===== src/design/nftd_pkg.sv =====
`default_nettype none
package nftd_pkg;

	localparam int RADIUS_DEF    = 2;
	localparam int MAX_WIDTH_DEF = 1024;

	localparam int PIX_W  = 8;
	localparam int FW_W   = 11;
	localparam int FH_W   = 13;
	localparam int CFG_IW = 2;
	localparam int CFG_DW = 13;
	localparam int ROW_W  = 14;
	localparam int POS_W  = 28;

	localparam logic [CFG_IW-1:0] CFG_FRAME_WIDTH  = 2'd0;
	localparam logic [CFG_IW-1:0] CFG_FRAME_HEIGHT = 2'd1;
	localparam logic [CFG_IW-1:0] CFG_THRESHOLD    = 2'd2;

	localparam logic OP_PIXEL = 1'b0;

	localparam logic [FW_W-1:0]  FRAME_WIDTH_RST  = 11'd640;
	localparam logic [FH_W-1:0]  FRAME_HEIGHT_RST = 13'd480;
	localparam logic [PIX_W-1:0] THRESHOLD_RST    = 8'd10;

	typedef enum logic [2:0] {
		ST_IDLE,
		ST_QCALC,
		ST_CHECK,
		ST_PREP,
		ST_SCAN,
		ST_OUT
	} state_t;

	typedef struct packed {
		logic accept;
		logic calc_q;
		logic owrap;
		logic prep;
		logic scan_next;
		logic res_load;
		logic res_changed;
		logic adv_out;
	} dp_cmd_t;

	typedef struct packed {
		logic q_lt_lag;
		logic interior;
		logic match;
		logic scan_end;
	} dp_status_t;

endpackage
`default_nettype wire


===== src/design/nftd_ctrl.sv =====
`default_nettype none
module nftd_ctrl (
	input  wire logic                clk,
	input  wire logic                arst_n,
	input  wire logic                in_valid,
	output      logic                in_ready,
	output      logic                out_valid,
	input  wire logic                out_ready,
	output      nftd_pkg::dp_cmd_t    cmd,
	input  wire nftd_pkg::dp_status_t sts
);
	import nftd_pkg::*;

	state_t state_q, state_d;

	always_ff @(posedge clk or negedge arst_n) begin
		if (!arst_n) begin
			state_q <= ST_IDLE;
		end else begin
			state_q <= state_d;
		end
	end

	always_comb begin
		state_d   = state_q;
		cmd       = '0;
		in_ready  = 1'b0;
		out_valid = 1'b0;
		unique case (state_q)
			ST_IDLE: begin
				in_ready = 1'b1;
				if (in_valid) begin
					cmd.accept = 1'b1;
					state_d    = ST_QCALC;
				end
			end
			ST_QCALC: begin
				cmd.calc_q = 1'b1;
				state_d    = ST_CHECK;
			end
			ST_CHECK: begin
				if (sts.q_lt_lag) begin
					state_d = ST_IDLE;
				end else begin
					cmd.owrap = 1'b1;
					state_d   = ST_PREP;
				end
			end
			ST_PREP: begin
				cmd.prep = 1'b1;
				if (sts.interior) begin
					state_d = ST_SCAN;
				end else begin
					cmd.res_load    = 1'b1;
					cmd.res_changed = 1'b0;
					state_d         = ST_OUT;
				end
			end
			ST_SCAN: begin
				priority if (sts.match) begin
					cmd.res_load    = 1'b1;
					cmd.res_changed = 1'b0;
					state_d         = ST_OUT;
				end else if (sts.scan_end) begin
					cmd.res_load    = 1'b1;
					cmd.res_changed = 1'b1;
					state_d         = ST_OUT;
				end else begin
					cmd.scan_next = 1'b1;
				end
			end
			ST_OUT: begin
				out_valid = 1'b1;
				if (out_ready) begin
					cmd.adv_out = 1'b1;
					state_d     = ST_IDLE;
				end
			end
			default: state_d = ST_IDLE;
		endcase
	end
endmodule
`default_nettype wire


===== config.mk =====
export PLATFORM = sky130hd
export DESIGN_NAME = nftd_ctrl
export DESIGN_NICKNAME = d
export VERILOG_FILES = /design/src/design/nftd_pkg.sv /design/src/design/nftd_ctrl.sv
export SDC_FILE = /design/constraint.sdc
export NUM_CORES = 1
export LEC_CHECK = 0
export ABC_CLOCK_PERIOD_IN_PS = 1800
export CAP_MARGIN = 25
export CELL_PAD_IN_SITES_DETAIL_PLACEMENT = 0
export CELL_PAD_IN_SITES_GLOBAL_PLACEMENT = 1
export CORE_AREA = 5 5 42 44
export CTS_CLUSTER_SIZE = 10
export DETAILED_ROUTE_END_ITERATION = 8
export DIE_AREA = 0 0 47 49
export DONT_BUFFER_PORTS = 1
export HOLD_SLACK_MARGIN = 0.06
export PLACE_DENSITY_LB_ADDON = 0.1
export REMOVE_ABC_BUFFERS = 1
export SLEW_MARGIN = 20
export SYNTH_ARGS = -nofsm -noshare
export SYNTH_HDL_FRONTEND = slang
export SYNTH_SLANG_ARGS = --single-unit

===== constraint.sdc =====
create_clock -name clk -period 1.8 [get_ports clk]
set_input_delay 0.36 -clock clk [delete_from_list [all_inputs] [get_ports clk]]
set_output_delay 0.36 -clock clk [all_outputs]
set_load 0.01 [all_outputs]

=== Word-level counts from Yosys, hierarchy flattened ===
Index checks and enable logic that the tools add are counted.

* Equal/unequal tests: 8
* Reduce and logical (&&, ||, !) cells: 2
* Muxes and demuxes: 24

{| class="wikitable"
|+ Operators with widths
! operator !! count
|-
| one-hot mux 3 bit (6 select lines) || 1
|-
| two-way mux 1 bit || 14
|-
| two-way mux 3 bit || 4
|-
| two-way mux 2 bit || 4
|-
| equality test 3 x 2 -> 1 bit (second input constant) || 2
|-
| equality test 3 bit (second input constant) || 2
|-
| != test 2 bit (second input constant) || 2
|-
| one-hot mux 2 bit (2 select lines) || 1
|-
| equality test 3 x 1 -> 1 bit (second input constant) || 1
|-
| logical NOT 3 bit || 1
|-
| != test 3 bit (second input constant) || 1
|-
| AND reduction 3 bit || 1
|}

* Logic and storage cells: 35
* Flip-flop bits (word level): 3
* Input port bits: 8

=== Logic depth before layout (Yosys ltp) ===
Gate-level depths: netlist (run 1).

* Word-level depth: 3
* Mapped depth: 4
* Depth with buffers taken out: 3

=== Worst setup path before layout (run 1) ===
OpenSTA, ideal clock, no wires.

* Path kind: flip-flop to output port
* Start: register state_q[1]
* End: output port cmd[1] (netlist bit)
* Data arrival time: 1.078 ns
* Cell stages (with the launch flop): 3
* Required time: 1.440 ns
* Setup slack: 0.362 ns
* Path buffers: 0
* Cells stage by stage: dfrtp_1 > nand2b_1 > nor4b_1

{| class="wikitable"
|+ RTL lines
! element !! line !! text
|-
| start, declared || nftd_ctrl.sv:14 || <nowiki>state_t state_q, state_d;</nowiki>
|-
| start signal, assigned || nftd_ctrl.sv:20 || <nowiki>state_q <= state_d;</nowiki>
|-
| end, declared || nftd_ctrl.sv:9 || <nowiki>output nftd_pkg::dp_cmd_t cmd,</nowiki>
|}

==> impl_metrics.csv, run 1 <==
group,metric,value,unit
synthesis,synth_top_cell_area_share,31.41,%
detailed_routing,ant_nets,0,
synthesis,yosysTopAreaCell,"dfrtp_1",
detailed_routing,drc,0,
die,rows,14,
synthesis,yosysWarnings,0,
place,dp_hpwl,574.9,um
detailed_routing,routed_via_density,4.566,
pwr,power_frac_comb,44.4,%
place,place.gp.congestion,0.6461,
clock_tree,cts_sinks,3,
final_layout,fin_nets,46,
final_layout,drive_gt1_share,24.32,%
synthesis,async_flop_share,100.0,%
final_layout,final_util,23.30,%
global_route,grt_max_degree,14,
pwr,swShare,44.25,%
detailed_routing,drtIter0Drc,3,
sta,skew,0.002205,ns
detailed_routing,dr.pass1.iters,4,
clock_tree,postCtsSetupBuffers,0,
synthesis,syn_area,239.0,um2
clock_tree,clk_latency,0.23,ns
run,cap_viol_max_count,0,
final_layout,area_growth,36.65,%
clock_tree,clock_path_buffers,2,
detailed_routing,wl_per_cell,13.32,um
critical_path,required,1.44,ns
sta,slew_headroom,71.04,%
pwr,seqPwrFrac,32.5,%
critical_path,cp.arrival,1.33,ns
final_layout,seq_area,75.07,um2
sta,setup_tns,0,ns
global_route,grtUsageTotal,6.982,%
global_route,grt_overflow,0,
place,pre_cts_ws,0.3131,ns
synthesis,seq_area_frac_synth,31.41,%
critical_path,crit_type,"register to output pin",
sta,rsz0062_at_grt,"no",
clock_tree,root_buffer,"clkbuf_4",
place,place_area,270.3,um2
final_layout,n_antenna_cell,0,
pwr,switchingPower,222.6,uW
final_layout,fillers,171,
sta,min_period_over_period,93.93,%
synthesis,syn_inst,31,
sta,fmax,591.4,MHz
synthesis,synth-edff-count,0,
die,pin_count,18,
hold_path,min_path_type,"input pin to register",
clock_tree,cts_buffers,3,
global_route,grt_antenna_before_repair,0,
sta,finalSetupViolCount,0,
die,core,1401,um2
final_layout,postLayoutCellArea,326.6,um2
die,die_x,47,um
sta,setup_slack,0.1092,ns
pwr,pwr-share-clk,23.1,%
sta,tightest_slew,0.4335,ns
final_layout,multi_input_area,172.7,um2
place,portBuffers,0,
final_layout,top_register,"state_q",
sta,drv_slew,0,
synthesis,synth.avg_cell_area,7.709,um2
pwr,power_leakage,0.0001505,uW
pwr,power_density,1541,nW/um2
die,start_util,17.05,%
synthesis,ys.flop_type,"dfrtp_1",
synthesis,yosysMostFrequentCell,"nand2_1",
pwr,ir_worst_vdd,577.9,uV
run_status,status,"finished, final reports clean",
global_route,grt_pass1_vias,280,
clock_tree,htreeDepth,1,
final_layout,largest_register_ffs,3,
detailed_routing,dr_total_vias,242,
die,die_y,49,um
critical_path,cp-start-kind,"register",
detailed_routing,routed_wl,706,um
sta,hold_viol,0,
final_layout,reg_top3,"state_q: 3 flops",
die,die_area,2303,um2
critical_path,cp-end-kind,"output pin",
global_route,grt_pass1_wl,1.138,mm
synthesis,synth_cell_types,18,
critical_path,crit_fanout,7,
synthesis,yosys-top-cells-count,"nand2_1, nor2_1, dfrtp_1, nor2b_1",
clock_tree,clkTransAtPathRegs,0.03,ns
synthesis,synthTopCellsByArea,"dfrtp_1, nand2_1, nor2b_1, nor2_1, and2_1",
synthesis,synth-seq-cells,3,
pwr,intPower,280.5,uW
clock_tree,cts_tree,"built",
sta,post-route-min-period,1.691,ns
[worst max-delay path, stage by stage, from the launching register on]
cell and delay, ns:
dfrtp_1 0.44, nand2b_1 0.24, nor4b_2 0.27, buf_4 0.16
[routing by layer]
metal,track usage (%),wire length [um]
met4,5.530,0
met2,10.86,356
met3,1.845,77
met5,0,0
met1,7.506,272
[power groups by stage]
stage	registers (uW)	clock network (uW)	logic, uW
finish	163	116	224
CTS	163	124	221
floorplan	144	0	162
detailed placement	163	0	217
global route	178	128	249
global placement	158	0	218
[placed cells by master (no fill, tap or decap), drive strengths merged]
cell type and count:
a2111o 1, and3 1, o211ai 1, buf 2, dfrtp 3, nor4 1, nand2b 1, o21ai 1
and2 2, nor3b 1, inv 2, mux2i 1, nor2b 3, nand2 5, nor2 4, dlygate4sd3 1
o32ai 1, clkbuf 4, nor3 1, nor4b 1
[logic make-up after synthesis]
logic type      after synthesis  synth area share [%]
compound gates                4                 15.70
buf+inv                       3                 4.712
flops                         3                 31.41
mux                           1                 4.189
simple gates                 20                 43.98
[cell type report]
class	count	area share (%)
Clock buffer	4	8.046
Inverter	2	2.299
Multi-Input combinational cell	25	52.87
Sequential cell	3	22.99
Timing Repair Buffer	3	7.663
Tap cell	16	6.130
[worst paths after layout]
kind                                           to  depth (start not counted)  slack (ns)                    from
max                                        cmd[1]                          3        0.11  state_q[1]$_DFFE_PN0P_
min                        state_q[0]$_DFFE_PN0P_                          1        0.25               out_ready
max reg2reg                state_q[0]$_DFFE_PN0P_                          3        0.57  state_q[0]$_DFFE_PN0P_
min reg2reg                state_q[1]$_DFFE_PN0P_                          1        0.58  state_q[2]$_DFFE_PN0P_
max in group asynchronous  state_q[0]$_DFFE_PN0P_                          1        1.28                  arst_n
min in group asynchronous  state_q[2]$_DFFE_PN0P_                          1        0.38                  arst_n
[per-stage QoR]
stage	hold slack, ns	power [uW]	std cells
2_1_floorplan	0.06441	305.4	30
3_3_place_gp	0.06450	375.3	48
3_5_place_dp	0.06448	380.6	48
4_1_cts	0.2412	507.5	53
5_1_grt	0.2400	554.6	53
6_report	0.2473	503.1	53
[timing repair]
item                                   CTS  global route
gates resized for setup                  0             3
hold buffers                             1             0
setup endpoints to repair                0             2
endpoints found under the hold margin    3             0
Note: power is estimated with default switching activity, not from simulation.
==> inputs of run 2 (changes only) <==
- CORE_AREA: 5 5 42 44 -> 2 2 39 41
- DIE_AREA: 0 0 47 49 -> 0 0 41 43
- TNS_END_PERCENT: default -> 20
==> impl_metrics.csv, run 2 (synthesized netlist as in run 1, its figures left out) <==
group,metric,value,unit
sta,hold_viol,0,
detailed_routing,routed_via_density,4.792,
place,dp_hpwl,514.9,um
clock_tree,root_buffer,"clkbuf_4",
run,cap_viol_max_count,0,
critical_path,reg2reg_slack,0.60,ns
final_layout,postLayoutCellArea,312.8,um2
global_route,grtUsageTotal,9.749,%
place,portBuffers,0,
place,pre_cts_ws,0.3310,ns
final_layout,final_util,22.60,%
sta,fmax,581.7,MHz
final_layout,top_register,"state_q",
clock_tree,htreeDepth,1,
critical_path,required,1.44,ns
run_status,status,"finished, final reports clean",
sta,setup_slack,0.08095,ns
sta,slew_headroom,66.43,%
final_layout,fillers,164,
critical_path,setup.worst_path.start,"state_q[1]$_DFFE_PN0P_",
detailed_routing,drtIter0Drc,1,
final_layout,final_common_cell,"nand2_1",
sta,tightest_slew,0.4990,ns
die,die_y,43,um
die,start_util,17.27,%
pwr,power_leakage,0.0001484,uW
detailed_routing,drc,0,
final_layout,largest_register_ffs,3,
clock_tree,cts_tree,"built",
clock_tree,postCtsSetupBuffers,0,
sta,skew,0.002097,ns
clock_tree,clock_path_buffers,2,
place,place.gp.congestion,0.6415,
sta,min_period_over_period,95.50,%
die,pin_count,18,
final_layout,reg_top3,"state_q: 3 flops",
die,rows,14,
critical_path,cp.arrival,1.36,ns
clock_tree,cts_sinks,3,
place,place_area,270.3,um2
detailed_routing,dr_total_vias,254,
final_layout,area_growth,30.89,%
hold_path,min_path_type,"input pin to register",
sta,finalSetupViolCount,0,
clock_tree,clk_latency,0.24,ns
hold_path,worstHoldStart,"out_ready",
pwr,power_density,1583,nW/um2
final_layout,drive_gt1_share,18.92,%
die,die_area,1763,um2
die,core,1384,um2
global_route,grt_pass1_wl,1.104,mm
die,die_x,41,um
final_layout,fin_nets,46,
clock_tree,clkTransAtPathRegs,0.04,ns
critical_path,crit_type,"register to output pin",
sta,rsz0062_at_grt,"no",
pwr,ir_worst_vdd,520.7,uV
sta,whs,0.2401,ns
final_layout,multi_input_area,158.9,um2
critical_path,r2r-start,"state_q[0]$_DFFE_PN0P_",
global_route,grt_pass1_vias,256,
final_layout,seq_area,75.07,um2
detailed_routing,ant_nets,0,
detailed_routing,dr.pass1.iters,3,
critical_path,crit_fanout,7,
final_layout,final_cell_mix,"nand2_1, nor2_1, nor2b_1, clkbuf_4, dfrtp_1",
global_route,grt_antenna_before_repair,0,
critical_path,cp-start-kind,"register",
global_route,grt_max_degree,14,
sta,post-route-min-period,1.719,ns
clock_tree,cts_buffers,3,
global_route,grt_overflow,0,
detailed_routing,wl_per_cell,12.70,um
final_layout,n_antenna_cell,0,
sta,setup_tns,0,ns
sta,drv_slew,0,
detailed_routing,routed_wl,673,um
critical_path,cp-end-kind,"output pin",
==> run 2: cell count changes in the layout (fill, tap and decap cells not counted) <==
cell / before / now
o32ai_2: 1 / 0
nor4_2: 1 / 0
nor4_1: 0 / 1
o32ai_1: 0 / 1
==> run 2: repair_timing <==
item	in CTS	in global routing
endpoints found under the setup margin	0	1
hold buffers	1	0
resized for setup	0	1
endpoints found under the hold margin	3	0
==> run 2: cell type report <==
class,count,area share [%]
repair buffers,3,8.000
multi-input cells,25,50.80
well taps,16,6.400
flip-flops and latches,3,24.00
inverters,2,2.400
clock buffers,4,8.400
==> run 2: power breakdown <==
part	total [uW]	internal, uW	switching, uW
Combinational	211	97.4	113
Sequential	164	95.3	68.2
Clock	121	83.3	37.8
Total	495	276	219
==> run 2: path summary, 6_finish.rpt <==
kind	cells past startpoint	end
max reg2reg	3	state_q[0]$_DFFE_PN0P_
max in group asynchronous	1	state_q[0]$_DFFE_PN0P_
min	1	state_q[0]$_DFFE_PN0P_
min in group asynchronous	1	state_q[2]$_DFFE_PN0P_
min reg2reg	1	state_q[1]$_DFFE_PN0P_
max	2	cmd[2]
==> run 2: critical path, cell delays in order, from the launching register on <==
cell	delay, ns
dfrtp_1	0.44
nand2b_1	0.22
o32ai_1	0.46
==> run 2: routing by layer <==
metal  vias up  GRT usage (%)  share of wire (%)
met1       120          11.94                 46
met3         2          3.141                6.2
li1        120              -                  -
met2        12          13.13                 45
met4         0          8.000                2.4
met5         -              0                  0
==> run 2: stage by stage <==
step	power [uW]	std cells
after CTS	502.7	53
final	495.2	53
after detailed placement	372.5	48
after global routing	543.5	53
after global placement	372.4	48
after floorplan	305.4	30
==> inputs of run 3 (changes only) <==
- ABC_AREA: default -> 1
==> impl_metrics.csv, run 3 <==
group,metric,value,unit
critical_path,slowest_delay,0.44,ns
detailed_routing,drtIter0Drc,1,
clock_tree,cts_tree,"built",
critical_path,setup.worst_path.start,"state_q[0]$_DFFE_PN0P_",
hold_path,min_path_type,"input pin to register",
sta,tightest_slew,0.3638,ns
critical_path,r2r_cells,5,
critical_path,path_buf_inv,0,
critical_path,cp.arrival,1.29,ns
synthesis,ys.flop_type,"dfrtp_1",
detailed_routing,dr_total_vias,266,
die,pin_count,18,
synthesis,synth_mux_area_share,0,%
clock_tree,cts_sinks,3,
sta,skew,0.001154,ns
synthesis,synth-xor-area-share,0,%
critical_path,crit_chain,"nor2_4 -> nand2_2 -> nor3b_1",
clock_tree,clock_path_buffers,2,
synthesis,syn_inst,43,
die,die_x,41,um
global_route,grt_antenna_before_repair,0,
detailed_routing,wl_per_cell,9.594,um
final_layout,n_antenna_cell,0,
critical_path,worst_path_max_delay_cell,"dfrtp_1",
die,core,1384,um2
place,place.gp.congestion,0.6443,
detailed_routing,ant_nets,0,
critical_path,required,1.44,ns
place,dp_hpwl,536.1,um
synthesis,syn_area,277.8,um2
global_route,grt_max_degree,8,
synthesis,yosysTopAreaCell,"dfrtp_1",
synthesis,seq_area_frac_synth,27.03,%
critical_path,reg2reg_slack,0.69,ns
sta,fmax,606.5,MHz
sta,whs,0.3649,ns
clock_tree,htreeDepth,1,
global_route,grt_pass1_wl,966,um
global_route,grtUsageTotal,7.754,%
synthesis,synth-seq-cells,3,
critical_path,cp-start-kind,"register",
clock_tree,clkTransAtPathRegs,0.03,ns
global_route,grt_pass1_vias,238,
clock_tree,postCtsSetupBuffers,0,
detailed_routing,routed_wl,614,um
pwr,swShare,49.20,%
synthesis,yosysWarnings,0,
synthesis,synthTopCellsByArea,"dfrtp_1, inv_1, nor2_1, nand2_1, nor2_4",
synthesis,synth_cell_types,14,
final_layout,final_cell_mix,"inv_1, nor2_1, nand2_1",
critical_path,path_depth,3,
synthesis,synthAdderAreaFrac,0,%
pwr,intPower,265.7,uW
synthesis,synth-edff-count,0,
detailed_routing,dr.pass1.iters,2,
clock_tree,clk_latency,0.23,ns
sta,hold_viol,0,
final_layout,largest_register_ffs,3,
critical_path,cp-end-kind,"output pin",
final_layout,top_register,"state_q",
die,rows,14,
sta,slew_headroom,75.70,%
sta,min_period_over_period,91.60,%
synthesis,synth_top_cell_area_share,27.03,%
pwr,power_frac_comb,50.1,%
synthesis,synth_compound_area_share,11.26,%
sta,rsz0062_at_grt,"no",
final_layout,reg_top3,"state_q: 3 flops",
detailed_routing,routed_via_density,4.156,
critical_path,crit_type,"register to output pin",
final_layout,area_growth,20.27,%
run,cap_viol_max_count,0,
critical_path,crit_fanout,5,
die,die_area,1763,um2
pwr,seqPwrFrac,28.2,%
sta,finalSetupViolCount,0,
clock_tree,root_buffer,"clkbuf_4",
run_status,status,"finished, final reports clean",
sta,post-route-min-period,1.649,ns
sta,setup_tns,0,ns
global_route,grt_overflow,0,
final_layout,fin_nets,57,
synthesis,async_flop_share,100.0,%
pwr,power_density,1566,nW/um2
critical_path,r2r-end,"state_q[2]$_DFFE_PN0P_",
die,start_util,20.07,%
die,die_y,43,um
critical_path,r2r-start,"state_q[0]$_DFFE_PN0P_",
synthesis,synth_top_family_by_area,"simple AND/OR/NAND/NOR gates",
place,portBuffers,0,
synthesis,synthSimpleGateAreaFrac,45.50,%
critical_path,endpoint,"cmd[1]",
pwr,switchingPower,257.4,uW
synthesis,yosys-top-cells-count,"inv_1, nor2_1, nand2_1",
pwr,power_leakage,0.0001945,uW
critical_path,cp_top_family,"simple AND/OR/NAND/NOR gates",
detailed_routing,drc,0,
sta,drv_slew,0,
hold_path,min_path_cells,3,
clock_tree,cts_buffers,3,
synthesis,synth.avg_cell_area,6.460,um2
pwr,ir_worst_vdd,278.2,uV
pwr,pwr-share-clk,21.6,%
final_layout,drive_gt1_share,25.00,%
run 3: worst min-delay path by stage:
stage | start | to | slack, ns
finish | sts[3] | state_q[1]$_DFFE_PN0P_ | 0.36
global route | arst_n | state_q[1]$_DFFE_PN0P_ | 0.39
CTS | sts[3] | state_q[1]$_DFFE_PN0P_ | 0.37
detailed placement | arst_n | state_q[1]$_DFFE_PN0P_ | 0.06
global placement | arst_n | state_q[1]$_DFFE_PN0P_ | 0.06
floorplan | arst_n | state_q[0]$_DFFE_PN0P_ | 0.06
run 3: through the flow:
| stage | instance area (um2) | util, % | power, uW | instances | setup WS, ns |
|---|---|---|---|---|---|
| 5_1_grt | 334.1 | 24.14 | 576.3 | 64 | 0.07904 |
| 4_1_cts | 334.1 | 24.14 | 536.6 | 64 | 0.1319 |
| 3_5_place_dp | 297.8 | 21.52 | 416.2 | 59 | 0.3736 |
| 3_3_place_gp | 297.8 | 21.52 | 414.8 | 59 | 0.3729 |
| 2_1_floorplan | 277.8 | - | 368.1 | 43 | 0.4428 |
| 6_report | 334.1 | 24.14 | 523.1 | 64 | 0.1512 |
run 3: per-layer routing:
| layer | up-vias | wire (um) | track usage, % |
|---|---|---|---|
| li1 | 138 | - | - |
| met3 | 0 | 44 | 1.047 |
| met2 | 10 | 305 | 12.19 |
| met4 | 0 | 0 | 4.000 |
| met1 | 118 | 264 | 9.740 |
| met5 | - | 0 | 0 |
run 3: worst reg2reg max path: stages (launching register included):
cell and delay [ns]:
dfrtp_1 0.44, nor2_4 0.16, nand2_2 0.11, nor2_4 0.14, nor2_1 0.06, a21oi_2 0.12
run 3: cells by family (layout without fill, tap and decap cells):
family	Yosys count	after routing
flip-flops	3	3
AND/OR/NAND/NOR	24	24
buffers and inverters	12	17
AO/OA/AOI/OAI	4	4
run 3: cell type report:
| class | instances | area, um2 |
|---|---|---|
| Sequential cell | 3 | 75.07 |
| Tap cell | 16 | 20.02 |
| Timing Repair Buffer | 1 | 10.01 |
| Inverter | 12 | 45.04 |
| Fill cell | 167 | 1050 |
| Multi-Input combinational cell | 28 | 157.7 |
| Clock buffer | 4 | 26.28 |
run 3: timing repair:
action                                 CTS  global route
resized for setup                        0             0
endpoints found under the hold margin    3             0
hold buffers                             1             0
run 3: power by group through the flow:
stage / Combinational (uW) / Sequential, uW / Clock, uW
after floorplan: 226 / 142 / 0
after global placement: 265 / 150 / 0
after detailed placement: 266 / 151 / 0
after CTS: 269 / 149 / 118
after global routing: 303 / 153 / 120
final: 262 / 148 / 113
